==> src/rtl/core/lnw_pkg.sv <==
// Shared types, constants and helpers for the LCD number write sequencer.
`default_nettype none

package lnw_pkg;

    // Sizing
    localparam int MAX_DIGITS  = 16;
    localparam int VALUE_WIDTH = 16;
    localparam int CNT_W       = $clog2(MAX_DIGITS + 1);
    localparam int IDX_W       = (MAX_DIGITS > 1) ? $clog2(MAX_DIGITS) : 1;
    localparam int CONV_W      = $clog2(VALUE_WIDTH);
    localparam int QUEUE_DEPTH = 2;
    localparam int QPTR_W      = (QUEUE_DEPTH > 1) ? $clog2(QUEUE_DEPTH) : 1;
    localparam int QCNT_W      = $clog2(QUEUE_DEPTH + 1);

    // Request opcodes
    localparam logic [2:0] OP_CHAR = 3'd0;
    localparam logic [2:0] OP_UDEC = 3'd1;
    localparam logic [2:0] OP_SDEC = 3'd2;
    localparam logic [2:0] OP_HEX  = 3'd3;
    localparam logic [2:0] OP_BIN  = 3'd4;

    // Display lines that take a cursor command
    localparam logic [1:0] LINE_ONE = 2'd1;
    localparam logic [1:0] LINE_TWO = 2'd2;

    // Bus byte constants
    localparam logic [7:0] CURSOR_BASE  = 8'h80;
    localparam logic [7:0] LINE2_OFFSET = 8'h40;
    localparam logic [7:0] ASCII_ZERO   = 8'h30;
    localparam logic [7:0] ASCII_A      = 8'h41;
    localparam logic [7:0] ASCII_PLUS   = 8'h2B;
    localparam logic [7:0] ASCII_MINUS  = 8'h2D;

    typedef enum logic [1:0] {
        KIND_CHAR,
        KIND_DEC,
        KIND_HEX,
        KIND_BIN
    } lnw_kind_t;

    typedef enum logic [2:0] {
        ST_IDLE,
        ST_CONV,
        ST_CURSOR,
        ST_SIGN,
        ST_CHAR,
        ST_DIGIT
    } lnw_state_t;

    // One classified request as it waits in the queue
    typedef struct packed {
        logic                   has_cursor;
        logic [7:0]             cursor_byte;
        lnw_kind_t              kind;
        logic                   has_sign;
        logic                   neg;
        logic [7:0]             char_byte;
        logic [VALUE_WIDTH-1:0] mag;
        logic [CNT_W-1:0]       count;
    } lnw_req_t;

    // Queue status seen by front and back
    typedef struct packed {
        logic full;
        logic empty;
    } lnw_qstat_t;

    // Map one digit to its ASCII code
    function automatic logic [7:0] digit_char(input logic [3:0] d);
        logic [7:0] dw;
        dw = {4'b0000, d};
        if (d < 4'd10)
            return ASCII_ZERO + dw;
        else
            return ASCII_A + dw - 8'd10;
    endfunction

endpackage

`default_nettype wire

==> src/rtl/core/lcd_number_write_sequencer.sv <==
// Top level of the LCD number write sequencer: front end, queue and back end.
//
//   channel  | signals                                        | direction
//   ---------+------------------------------------------------+----------
//   request  | req_valid/req_stall, opcode, line, column,     | in
//            | value, character, digit_count                  |
//   write    | wr_valid/wr_stall, is_data, bus_byte, last     | out
//
// A request leaves the queue, then the back end issues one bus write per cycle
// while wr_stall is low (up to 18 writes). Decimal requests first pass through
// the shift-and-add-3 BCD converter before their writes.
// The two-entry queue keeps taking requests while the back end works.
// rst_n clears the queue and the sequencer at once; wr_stall holds the
// output register and the sequencer waits on it.
`default_nettype none

module lcd_number_write_sequencer
    import lnw_pkg::*;
(
    input  wire logic        clk,
    input  wire logic        rst_n,
    input  wire logic        req_valid,
    output logic             req_stall,
    input  wire logic [2:0]  opcode,
    input  wire logic [1:0]  line,
    input  wire logic [5:0]  column,
    input  wire logic [15:0] value,
    input  wire logic [7:0]  character,
    input  wire logic [4:0]  digit_count,
    output logic             wr_valid,
    input  wire logic        wr_stall,
    output logic             is_data,
    output logic [7:0]       bus_byte,
    output logic             last
);

    lnw_qstat_t qstat;
    lnw_req_t   push_data;
    lnw_req_t   head;
    logic       push;
    logic       pop;

    lnw_front u_front (
        .req_valid   (req_valid),
        .req_stall   (req_stall),
        .opcode      (opcode),
        .line        (line),
        .column      (column),
        .value       (value),
        .character   (character),
        .digit_count (digit_count),
        .qstat       (qstat),
        .push        (push),
        .push_data   (push_data)
    );

    lnw_queue u_queue (
        .clk       (clk),
        .rst_n     (rst_n),
        .push      (push),
        .push_data (push_data),
        .pop       (pop),
        .head      (head),
        .qstat     (qstat)
    );

    lnw_back u_back (
        .clk      (clk),
        .rst_n    (rst_n),
        .head     (head),
        .qstat    (qstat),
        .pop      (pop),
        .wr_valid (wr_valid),
        .wr_stall (wr_stall),
        .is_data  (is_data),
        .bus_byte (bus_byte),
        .last     (last)
    );

endmodule

`default_nettype wire

==> src/rtl/core/lnw_front.sv <==
// Front end: accept requests, classify them and push them into the queue.
`default_nettype none

module lnw_front
    import lnw_pkg::*;
(
    input  wire logic             req_valid,
    output logic                  req_stall,
    input  wire logic [2:0]       opcode,
    input  wire logic [1:0]       line,
    input  wire logic [5:0]       column,
    input  wire logic [15:0]      value,
    input  wire logic [7:0]       character,
    input  wire logic [4:0]       digit_count,
    input  wire lnw_qstat_t       qstat,
    output logic                  push,
    output lnw_req_t              push_data
);

    logic [VALUE_WIDTH+15:0] value_pad;
    logic [VALUE_WIDTH-1:0]  v;
    logic [7:0]              col_m1;
    logic                    known_op;
    logic                    empty_req;

    // Take the value at the working width
    assign value_pad = {{VALUE_WIDTH{1'b0}}, value};
    assign v         = value_pad[VALUE_WIDTH-1:0];
    assign col_m1    = {2'b00, column} - 8'd1;

    // Classify the request
    always_comb
    begin
        push_data.has_cursor  = (line == LINE_ONE) || (line == LINE_TWO);
        push_data.cursor_byte = CURSOR_BASE |
                                ((line == LINE_TWO) ? (col_m1 + LINE2_OFFSET) : col_m1);
        push_data.char_byte   = character;
        push_data.has_sign    = (opcode == OP_SDEC);
        push_data.neg         = (opcode == OP_SDEC) && v[VALUE_WIDTH-1];
        push_data.mag         = push_data.neg ? (~v + {{(VALUE_WIDTH-1){1'b0}}, 1'b1}) : v;
        if (int'(digit_count) > MAX_DIGITS)
            push_data.count = CNT_W'(MAX_DIGITS);
        else
            push_data.count = CNT_W'(digit_count);
        known_op = 1'b1;
        unique case (opcode)
            OP_CHAR: push_data.kind = KIND_CHAR;
            OP_UDEC: push_data.kind = KIND_DEC;
            OP_SDEC: push_data.kind = KIND_DEC;
            OP_HEX:  push_data.kind = KIND_HEX;
            OP_BIN:  push_data.kind = KIND_BIN;
            default:
            begin
                push_data.kind = KIND_CHAR;
                known_op       = 1'b0;
            end
        endcase
    end

    // Drop requests that cause no write at all
    assign empty_req = !push_data.has_cursor && (opcode != OP_CHAR) &&
                       (opcode != OP_SDEC) && (push_data.count == '0);

    assign req_stall = qstat.full;
    assign push      = req_valid && !qstat.full && known_op && !empty_req;

endmodule

`default_nettype wire

==> src/rtl/core/lnw_queue.sv <==
// Short request queue between the front end and the write sequencer.
`default_nettype none

module lnw_queue
    import lnw_pkg::*;
(
    input  wire logic     clk,
    input  wire logic     rst_n,
    input  wire logic     push,
    input  wire lnw_req_t push_data,
    input  wire logic     pop,
    output lnw_req_t      head,
    output lnw_qstat_t    qstat
);

    lnw_req_t          entry_reg [QUEUE_DEPTH];
    logic [QPTR_W-1:0] wr_ptr_reg, wr_ptr_next;
    logic [QPTR_W-1:0] rd_ptr_reg, rd_ptr_next;
    logic [QCNT_W-1:0] cnt_reg, cnt_next;
    logic              do_push, do_pop;

    assign qstat.full  = (cnt_reg == QCNT_W'(QUEUE_DEPTH));
    assign qstat.empty = (cnt_reg == '0);
    assign do_push     = push && !qstat.full;
    assign do_pop      = pop && !qstat.empty;
    assign head        = entry_reg[rd_ptr_reg];

    // Advance pointers and fill count
    always_comb
    begin
        wr_ptr_next = wr_ptr_reg;
        rd_ptr_next = rd_ptr_reg;
        cnt_next    = cnt_reg;
        if (do_push)
            wr_ptr_next = (wr_ptr_reg == QPTR_W'(QUEUE_DEPTH - 1)) ? '0 : wr_ptr_reg + 1'b1;
        if (do_pop)
            rd_ptr_next = (rd_ptr_reg == QPTR_W'(QUEUE_DEPTH - 1)) ? '0 : rd_ptr_reg + 1'b1;
        if (do_push && !do_pop)
            cnt_next = cnt_reg + 1'b1;
        else if (do_pop && !do_push)
            cnt_next = cnt_reg - 1'b1;
    end

    always_ff @(posedge clk or negedge rst_n)
    begin
        if (!rst_n)
        begin
            wr_ptr_reg <= '0;
            rd_ptr_reg <= '0;
            cnt_reg    <= '0;
        end
        else
        begin
            wr_ptr_reg <= wr_ptr_next;
            rd_ptr_reg <= rd_ptr_next;
            cnt_reg    <= cnt_next;
        end
    end

    // Store pushed items
    always_ff @(posedge clk)
    begin
        if (do_push)
            entry_reg[wr_ptr_reg] <= push_data;
    end

endmodule

`default_nettype wire

==> src/rtl/core/lnw_back.sv <==
// Back end: convert digits and sequence the bus writes of one request.
`default_nettype none

module lnw_back
    import lnw_pkg::*;
(
    input  wire logic       clk,
    input  wire logic       rst_n,
    input  wire lnw_req_t   head,
    input  wire lnw_qstat_t qstat,
    output logic            pop,
    output logic            wr_valid,
    input  wire logic       wr_stall,
    output logic            is_data,
    output logic [7:0]      bus_byte,
    output logic            last
);

    typedef logic [MAX_DIGITS-1:0][3:0] digits_t;

    lnw_state_t             state_reg, state_next;
    lnw_req_t               req_reg, req_next;
    digits_t                dig_reg, dig_next;
    digits_t                dig_adj;
    logic [VALUE_WIDTH-1:0] mag_reg, mag_next;
    logic [CONV_W-1:0]      conv_cnt_reg, conv_cnt_next;
    logic [IDX_W-1:0]       idx_reg, idx_next;
    logic                   out_valid_reg, out_valid_next;
    logic                   is_data_reg, is_data_next;
    logic [7:0]             bus_byte_reg, bus_byte_next;
    logic                   last_reg, last_next;

    logic [4*MAX_DIGITS+VALUE_WIDTH-1:0] hex_pad;
    logic [MAX_DIGITS+VALUE_WIDTH-1:0]   bin_pad;
    logic                                out_free;
    logic                                emit;

    // First write of a request
    function automatic lnw_state_t first_step(input lnw_req_t r);
        if (r.has_cursor)
            return ST_CURSOR;
        else if (r.kind == KIND_CHAR)
            return ST_CHAR;
        else if (r.has_sign)
            return ST_SIGN;
        else
            return ST_DIGIT;
    endfunction

    // Write that follows the cursor command
    function automatic lnw_state_t after_cursor(input lnw_req_t r);
        if (r.kind == KIND_CHAR)
            return ST_CHAR;
        else if (r.has_sign)
            return ST_SIGN;
        else if (r.count != '0)
            return ST_DIGIT;
        else
            return ST_IDLE;
    endfunction

    assign out_free = !out_valid_reg || !wr_stall;
    assign pop      = (state_reg == ST_IDLE) && !qstat.empty;
    assign hex_pad  = {{(4*MAX_DIGITS){1'b0}}, head.mag};
    assign bin_pad  = {{MAX_DIGITS{1'b0}}, head.mag};

    // Next state
    always_comb
    begin
        state_next = state_reg;
        unique case (state_reg)
            ST_IDLE:
            begin
                if (!qstat.empty)
                    state_next = (head.kind == KIND_DEC) ? ST_CONV : first_step(head);
            end
            ST_CONV:
            begin
                if (conv_cnt_reg == '0)
                    state_next = first_step(req_reg);
            end
            ST_CURSOR:
            begin
                if (out_free)
                    state_next = after_cursor(req_reg);
            end
            ST_SIGN:
            begin
                if (out_free)
                    state_next = (req_reg.count != '0) ? ST_DIGIT : ST_IDLE;
            end
            ST_CHAR:
            begin
                if (out_free)
                    state_next = ST_IDLE;
            end
            ST_DIGIT:
            begin
                if (out_free && (idx_reg == '0))
                    state_next = ST_IDLE;
            end
            default: state_next = ST_IDLE;
        endcase
    end

    // Add-3 adjust of every BCD digit before the shift
    always_comb
    begin
        for (int j = 0; j < MAX_DIGITS; j++)
            dig_adj[j] = (dig_reg[j] >= 4'd5) ? (dig_reg[j] + 4'd3) : dig_reg[j];
    end

    // Load requests, run the binary to BCD shifts, step the digit index
    always_comb
    begin
        req_next      = req_reg;
        dig_next      = dig_reg;
        mag_next      = mag_reg;
        conv_cnt_next = conv_cnt_reg;
        idx_next      = idx_reg;
        unique case (state_reg)
            ST_IDLE:
            begin
                if (pop)
                begin
                    req_next      = head;
                    mag_next      = head.mag;
                    conv_cnt_next = CONV_W'(VALUE_WIDTH - 1);
                    idx_next      = IDX_W'(head.count - 1'b1);
                    unique case (head.kind)
                        KIND_HEX: dig_next = hex_pad[4*MAX_DIGITS-1:0];
                        KIND_BIN:
                        begin
                            for (int j = 0; j < MAX_DIGITS; j++)
                                dig_next[j] = {3'b000, bin_pad[j]};
                        end
                        default: dig_next = '0;
                    endcase
                end
            end
            ST_CONV:
            begin
                dig_next      = digits_t'({dig_adj, mag_reg[VALUE_WIDTH-1]});
                mag_next      = {mag_reg[VALUE_WIDTH-2:0], 1'b0};
                conv_cnt_next = conv_cnt_reg - 1'b1;
            end
            ST_DIGIT:
            begin
                if (out_free && (idx_reg != '0))
                    idx_next = idx_reg - 1'b1;
            end
            default:
            begin
                idx_next = idx_reg;
            end
        endcase
    end

    // Build the write of the current step
    always_comb
    begin
        emit          = 1'b0;
        is_data_next  = is_data_reg;
        bus_byte_next = bus_byte_reg;
        last_next     = last_reg;
        unique case (state_reg)
            ST_CURSOR:
            begin
                emit          = out_free;
                is_data_next  = 1'b0;
                bus_byte_next = req_reg.cursor_byte;
                last_next     = (req_reg.kind != KIND_CHAR) && !req_reg.has_sign &&
                                (req_reg.count == '0);
            end
            ST_SIGN:
            begin
                emit          = out_free;
                is_data_next  = 1'b1;
                bus_byte_next = req_reg.neg ? ASCII_MINUS : ASCII_PLUS;
                last_next     = (req_reg.count == '0);
            end
            ST_CHAR:
            begin
                emit          = out_free;
                is_data_next  = 1'b1;
                bus_byte_next = req_reg.char_byte;
                last_next     = 1'b1;
            end
            ST_DIGIT:
            begin
                emit          = out_free;
                is_data_next  = 1'b1;
                bus_byte_next = digit_char(dig_reg[idx_reg]);
                last_next     = (idx_reg == '0);
            end
            default:
            begin
                emit = 1'b0;
            end
        endcase
        // Hold the waiting write until it is taken
        if (!emit)
        begin
            is_data_next  = is_data_reg;
            bus_byte_next = bus_byte_reg;
            last_next     = last_reg;
        end
        if (emit)
            out_valid_next = 1'b1;
        else if (!wr_stall)
            out_valid_next = 1'b0;
        else
            out_valid_next = out_valid_reg;
    end

    // Control registers
    always_ff @(posedge clk or negedge rst_n)
    begin
        if (!rst_n)
        begin
            state_reg     <= ST_IDLE;
            out_valid_reg <= 1'b0;
        end
        else
        begin
            state_reg     <= state_next;
            out_valid_reg <= out_valid_next;
        end
    end

    // Payload registers
    always_ff @(posedge clk)
    begin
        req_reg      <= req_next;
        dig_reg      <= dig_next;
        mag_reg      <= mag_next;
        conv_cnt_reg <= conv_cnt_next;
        idx_reg      <= idx_next;
        is_data_reg  <= is_data_next;
        bus_byte_reg <= bus_byte_next;
        last_reg     <= last_next;
    end

    assign wr_valid = out_valid_reg;
    assign is_data  = is_data_reg;
    assign bus_byte = bus_byte_reg;
    assign last     = last_reg;

`ifndef SYNTHESIS
    a_conv_only_decimal: assert property (@(posedge clk) disable iff (!rst_n)
        state_reg == ST_CONV |-> req_reg.kind == KIND_DEC)
        else $error("BCD conversion running for a non-decimal request");

    a_digits_need_count: assert property (@(posedge clk) disable iff (!rst_n)
        state_reg == ST_DIGIT |-> req_reg.count != '0)
        else $error("digit step entered with zero digit count");

    a_conv_ends: assert property (@(posedge clk) disable iff (!rst_n)
        (state_reg == ST_CONV && conv_cnt_reg == '0) |=> state_reg != ST_CONV)
        else $error("BCD conversion overran its shift count");

    a_pop_starts: assert property (@(posedge clk) disable iff (!rst_n)
        (state_reg == ST_IDLE && !qstat.empty) |=> state_reg != ST_IDLE)
        else $error("popped request did not start a sequence");
`endif

endmodule

`default_nettype wire
==> config.mk <==
export PLATFORM = sky130hd
export DESIGN_NAME = lcd_number_write_sequencer
export DESIGN_NICKNAME = d
export VERILOG_FILES = /design/src/rtl/core/lnw_pkg.sv /design/src/rtl/core/lcd_number_write_sequencer.sv /design/src/rtl/core/lnw_front.sv /design/src/rtl/core/lnw_queue.sv /design/src/rtl/core/lnw_back.sv
export SDC_FILE = /design/constraint.sdc
export NUM_CORES = 1
export LEC_CHECK = 0
export ABC_AREA = 1
export BUFFER_PORTS_ARGS = -buffer_cell sky130_fd_sc_hd__buf_2
export CORE_MARGIN = 2
export CORE_UTILIZATION = 50
export DETAILED_ROUTE_END_ITERATION = 10
export PLACE_DENSITY = 0.72
export SLEW_MARGIN = 10
export SYNTH_ARGS = -nofsm -noshare
export SYNTH_HDL_FRONTEND = slang
export SYNTH_HIERARCHICAL = 1
export SYNTH_SLANG_ARGS = --single-unit
export TNS_END_PERCENT = 50
==> constraint.sdc <==
create_clock -name clk -period 11.45 [get_ports clk]
set_input_delay 1.145 -clock clk [delete_from_list [all_inputs] [get_ports clk]]
set_output_delay 1.145 -clock clk [all_outputs]
set_load 0.005 [all_outputs]
; Yosys cells after proc, flatten, opt, wreduce, memory -nomap -nowiden
; Memory sizes are Yosys's and may differ from the RTL's.
; Cells that the tools add are included.
[word_totals]
input_bits = 44
mem_bits_rw = 82
rom_bits = 0
regBits = 132
out_inout_bits = 12
latch_bits = 0
word_cells = 228
mem_count = 1
[mem_list]
columns = memory, words, word_bits, read_ports, rd_clocked_by_memory_dff, wr, line_no
row1 = u_queue.entry_reg, 2, 41, 1, 0, 1, lnw_queue.sv:16  ; lnw_req_t entry_reg [QUEUE_DEPTH];
[classes]
shift = 0
n_eq_ne = 25
div = 0
addsub = 29
muxes = 64
mul = 0
bitwise_logic = 1
magnitude_cmp = 19
reduce_logical = 55
[ops]
columns = operator, count
row1 = $pmux 64 s2, 1
row2 = $pmux 61 s2, 1
row3 = $mux 4, 19
row4 = $ge 4x3->1 const B, 16
row5 = $mux 64, 1
row6 = $add 4x2->4 const B, 15
row7 = $mux 3, 18
row8 = $mux 16, 2
row9 = $pmux 16 s2, 1
row10 = $pmux 8 s4, 1
row11 = $pmux 3 s6, 1
row12 = $add 16x1->16 const B, 1
row13 = $bmux 4 s4, 1
row14 = $logic_and 1x1->1, 16
row15 = $not 16->16, 1
row16 = $pmux 4 s2, 2
row17 = $ne 2x1->1 const B, 7
row18 = $eq 3x2->1 const B, 4
row19 = $sub 4x1->4 const B, 3
row20 = $logic_not 5->1, 2
row21 = $reduce_bool 2->1, 5
row22 = $eq 3x3->1 const B, 3
row23 = $logic_not 1->1, 9
row24 = $add 7x4->8 const A, 1
row25 = other kinds (38), 62

; Longest topological paths before layout
[depth]
ltp_word = 13
mapped_depth = 15
mapped_depth_nobuf = 15

; Hierarchy
; The synthesis kept the hierarchy.
[modules_own_cells]
columns = module, cells_per_inst, area_each_um2, seq_area_each_um2, n_inst
row1 = lnw_back, 828, 7294.5, 3823.7, 1
row2 = lnw_queue, 251, 3294.4, 2622.5, 1
row3 = lnw_front, 157, 782.0, 0.0, 1

; Least setup slack after synthesis
; No wires, ideal clock.
[synth_timing]
path_kind = flip-flop to flip-flop
from = register u_back.state_reg[1]
to = register u_back.conv_cnt_reg[0] (enable)
n_path_buf = 0
path_stages_with_launch = 6
synth_period_minus_slack_ps = 4273
setup_ps = 445
required_ps = 11005
slack_ps = 7177
arrival_time_ps = 3828
cell_sequence = dfrtp_1 > nor2_1 > nand2_1 > nor2_1 > inv_1 > nand2_1
[synth_via]
elab_chain_len = 4
word_cells_on_any_way = 6
classes_between = eq/ne (2) / reduce/logical (4)
[synth_lines]
columns = item, line_no
row1 = from (decl), lnw_back.sv:21  ; lnw_state_t state_reg, state_next;
row2 = from (signal assigned), lnw_back.sv:226  ; state_reg <= state_next;
row3 = $logic_not 3->1, lnw_back.sv:63  ; assign pop = (state_reg == ST_IDLE) && !qstat.empty;
row4 = $logic_and 1x1->1, lnw_back.sv:63
row5 = via pop, lcd_number_write_sequencer.sv:41  ; logic pop;
row6 = $ne 2x2->1 (no line), -
row7 = $reduce_and 2->1 (no line), -
row8 = to (signal assigned), lnw_back.sv:237  ; conv_cnt_reg <= conv_cnt_next;
row9 = to (decl), lnw_back.sv:26  ; logic [CONV_W-1:0] conv_cnt_reg, conv_cnt_next;
; The timed path passes the listed nets, and every way through them passes these cells.
; A chain may end at the register's enable or synchronous reset.

==> out/results.md <==
| Stage | Metric | Reported |
|:---|:---|:---|
| die | Number of top-level pins | 56 |
| synthesis | Syn Nets | 1,319 |
| sta | Post-Route Skew | 7.19 ps |
| clock tree | Post-CTS repair timing setup buffer count | 0 |
| sta | Total negative slack | 0 ps |
| synthesis | Number of unique standard cell types used by synthesis | 44 |
| clock tree | Clock Pin Slew Worst Setup and Hold Paths | 50 ps |
| layout | Combined flip-flop and latch cell area | 6450 um^2 |
| routing | Via Count | 8,304 |
| global route | Maximum number of pins on one net before global-route repair | 85 |
| placed design | Final estimated routing congestion in global placement | 0.852 |
| critical path | Category of the worst setup path launch point | input pin |
| layout | Net total in the final layout | 1,363 |
| hold path | Type of the most critical hold path | input pin to async pin |
| routing | First-pass DRT Iterations | 5 |
| placed design | Quantity of I/O buffers inserted on ports | 55 |
| sta | Fmax | 0.354 GHz |
| clock tree | Sinks on the clock net | 216 |
| sta | Pin slew with the least headroom to its limit | 1150 ps |
| critical path | Worst Path Required | 11,620 ps |
| clock tree | Cell at the root of the clock tree | sky130_fd_sc_hd__clkbuf_16 |
| synthesis | FFs w/ async S/R, synth | 0.0370 |
| routing | Final Routed Wirelength | 23,300 um |
| sta | Final WS setup | 8630 ps |
| status | Status | finished, final reports clean |
| placed design | Detailed placement HPWL | 16,200 um |
| sta | Worst hold margin | 489 ps |
| routing | Post-detailed-route DRC marker count | 0 |
| critical path | Setup crit end kind | flop |
| critical path | Cell depth of the worst flop-to-flop path | 14 |
| layout | Share of cells above drive strength 1 | 0.0880 |
| pwr | Maximum vdd ir drop | 0.185 mV |
| critical path | Slowest library cell on the worst path | sky130_fd_sc_hd__buf_4 |
| global route | Via count of the first global-routing pass | 7,871 |
| critical path | Slack of the worst reg-to-reg path | 8860 ps |
| sta | Worst slew margin | 0.231 |
| routing | Antenna Violating Nets Remaining | 0 |
| global route | Overflow after GRT | 0 |
| placed design | Place WS | 8070 ps |
| global route | Gr usage total | 0.196 |
| die | Effective utilization at floorplan | 0.505 |
| layout | Number of flip-flops in the largest register | 84 |
| synthesis | Synth Instances | 1,236 |
| synthesis | Sequential-to-total area share from yosys stat | 0.567 |
| sta | Final clock period utilization by the worst path | 0.246 |
| sta | Fin. max-slew vios | 0 |
| sta | Setup repair after global routing missed its margin | false |
| layout | Commonest cells after routing, fill and taps aside | sky130_fd_sc_hd__nand2_1 (374), sky130_fd_sc_hd__edfxtp_1 (208), sky130_fd_sc_hd__inv_1 (142) |
| clock tree | Number of levels the H-tree was split into | 1 |
| layout | Area growth from synthesis to final layout | 9.87% |
| synthesis | Warnings, synthesis | 6 |
| layout | Fillers | 1,958 |
| sta | Minimum clock period after layout | 2820 ps |
| sta | Final Hold Violating Endpoints | 0 |
| global route | Antenna violations before repair | 0 |
| die | Die Width | 155 um |
| clock tree | Clock network latency to the later pin of the worst-skew pair | 510 ps |
| critical path | Count of buffer and inverter cells on the critical path | 4 |
| clock tree | Post-CTS sizing | 0 |
| critical path | Critical path's largest stage delay | 430 ps |
| routing | Iteration-0 DRC count of the detailed router | 589 |
| die | Floorplan die area | 24,000 um^2 |
| die | Core footprint | 22,500 um^2 |
| layout | # diodes | 0 |
| pwr | Total power after layout | 3690 uW |
| synthesis | Dominant register cell in the synthesized netlist | sky130_fd_sc_hd__edfxtp_1 |
| critical path | Category of the most critical setup path | input pin to flop |
| routing | Vias per Instance | 5.26 |
| clock tree | Buffers from clock root to sink, at most | 3 |
| layout | Area of the multi-input gates | 4090 um^2 |
| critical path | Maximum fanout count along the critical path | 27 |
| synthesis | Synthesized area per cell | 9.20 um^2 |
| clock tree | Total clock buffers created by CTS | 24 |
| synthesis | Post-Syn Area | 11,400 um^2 |
| die | Chip Height | 155 um |
| critical path | Sequence of cells on the critical path | buf_2 > inv_1 > ha_1 > inv_1 > nor2_1 > o21ai_0 > nor2_1 > nor3_1 > o21ai_1 > nor2_4 > buf_4 |
| critical path | Data arrival time of the worst path | 3000 ps |
| global route | First-pass GRT wire length | 38,100 um |
| pwr | Reported leakage power | 0.00537 uW |
| clock tree | Hold buffer count at CTS | 0 |
| die | Standard-cell rows | 55 |
| clock tree | Clock tree from TritonCTS | yes |
| run | Max-Cap Viols | 0 |
| synthesis | Number of enable-type register cells in the synthesized netlist | 208 |
| critical path | Destination of the worst register-to-register timing path | u_back/bus_byte[4]$_DFFE_PP_ |
| critical path | RR Startpoint | u_back/idx_reg[0]$_DFFE_PP_ |
| sta | Number of failing setup endpoints in the final timing report | 0 |
| synthesis | Register bit total from synthesis | 216 |
| layout | Most frequent standard cell in the layout excluding fill and tap cells | sky130_fd_sc_hd__nand2_1 |
| critical path | Cell family with most CP delay | simple AND/OR/NAND/NOR gates |
| pwr | Power density relative to cell area | 295 nW/um^2 |
| routing | Wire per inst | 14.8 um |
## cells in the mapped netlist, types with 8 or more instances
library cell | instances | area (um^2)
sky130_fd_sc_hd__clkbuf_1 | 8 | 30.0
sky130_fd_sc_hd__nor3_1 | 13 | 65.1
sky130_fd_sc_hd__edfxtp_1 | 208 | 6250
sky130_fd_sc_hd__ha_1 | 39 | 488
sky130_fd_sc_hd__dfrtp_1 | 8 | 200
sky130_fd_sc_hd__a21oi_1 | 51 | 255
sky130_fd_sc_hd__xor2_1 | 20 | 175
sky130_fd_sc_hd__o22ai_1 | 9 | 56.3
sky130_fd_sc_hd__inv_1 | 142 | 533
sky130_fd_sc_hd__o21ai_0 | 90 | 450
sky130_fd_sc_hd__nand2_1 | 375 | 1410
sky130_fd_sc_hd__buf_4 | 20 | 150
sky130_fd_sc_hd__nor2_1 | 100 | 375
sky130_fd_sc_hd__buf_2 | 11 | 55.1
sky130_fd_sc_hd__nand3_1 | 69 | 345
## logic make-up (layout without fill, tap and decap cells)
kind of cell    Yosys count  count (layout)  share of synthesized area
simple gates            581             581                      0.210
flops                   216             216                      0.567
buf+inv                 196             255                     0.0749
compound gates          178             178                     0.0862
fa+ha+maj                39              39                     0.0429
xor+xnor                 25              25                     0.0193
other cells               1               1                   0.000330
## power by group
| group | switching, uW | internal, uW |
|---|---|---|
| clock network | 287 | 399 |
| logic | 1050 | 439 |
| registers | 181 | 1330 |
## area by class of cell
class / instances / area share
Clock inverter: 4 / 0.00220
Multi-Input combinational cell: 824 / 0.327
Sequential cell: 216 / 0.516
Clock buffer: 37 / 0.0536
Tap cell: 285 / 0.0285
Inverter: 152 / 0.0461
Timing Repair Buffer: 62 / 0.0262
## worst register-to-register path, delay by kind of cell, from the launching register on
| kind | cells | cell delay [ps] |
|---|---|---|
| simple gates | 10 | 1020 |
| buf+inv | 3 | 750 |
| flops | 1 | 350 |
| fa+ha+maj | 1 | 220 |
## worst max-delay path by stage
stage	slack (ps)	depth (start not counted)	startpoint	end
2_1_floorplan	7180	5	u_back/state_reg[1]$_DFFE_PN0P_	u_back/conv_cnt_reg[0]$_SDFFCE_PN1P_
3_3_place_gp	8070	11	line[0]	u_queue/entry_reg[1][16]$_DFFE_PP_
3_5_place_dp	8070	11	line[0]	u_queue/entry_reg[1][14]$_DFFE_PP_
4_1_cts	8610	11	line[0]	u_queue/entry_reg[1][8]$_DFFE_PP_
5_1_grt	8420	11	line[0]	u_queue/entry_reg[1][7]$_DFFE_PP_
6_report	8630	11	line[0]	u_queue/entry_reg[1][8]$_DFFE_PP_
## per-stage QoR
stage | utilization | cells | instance area [um^2]
after floorplan | - | 1236 | 11400
after detailed placement | 0.524 | 1539 | 11800
final | 0.555 | 1580 | 12500
after CTS | 0.555 | 1580 | 12500
after global routing | 0.555 | 1580 | 12500
after global placement | 0.524 | 1539 | 11800
## per-layer routing
metal,vias to the layer above,wire (um),track usage
li1,4187,-,-
met1,3875,10500,0.274
met2,210,11200,0.330
met3,32,1220,0.0255
met4,0,386,0.0419
met5,-,0,0
Note: power is estimated with default switching activity, not from simulation.
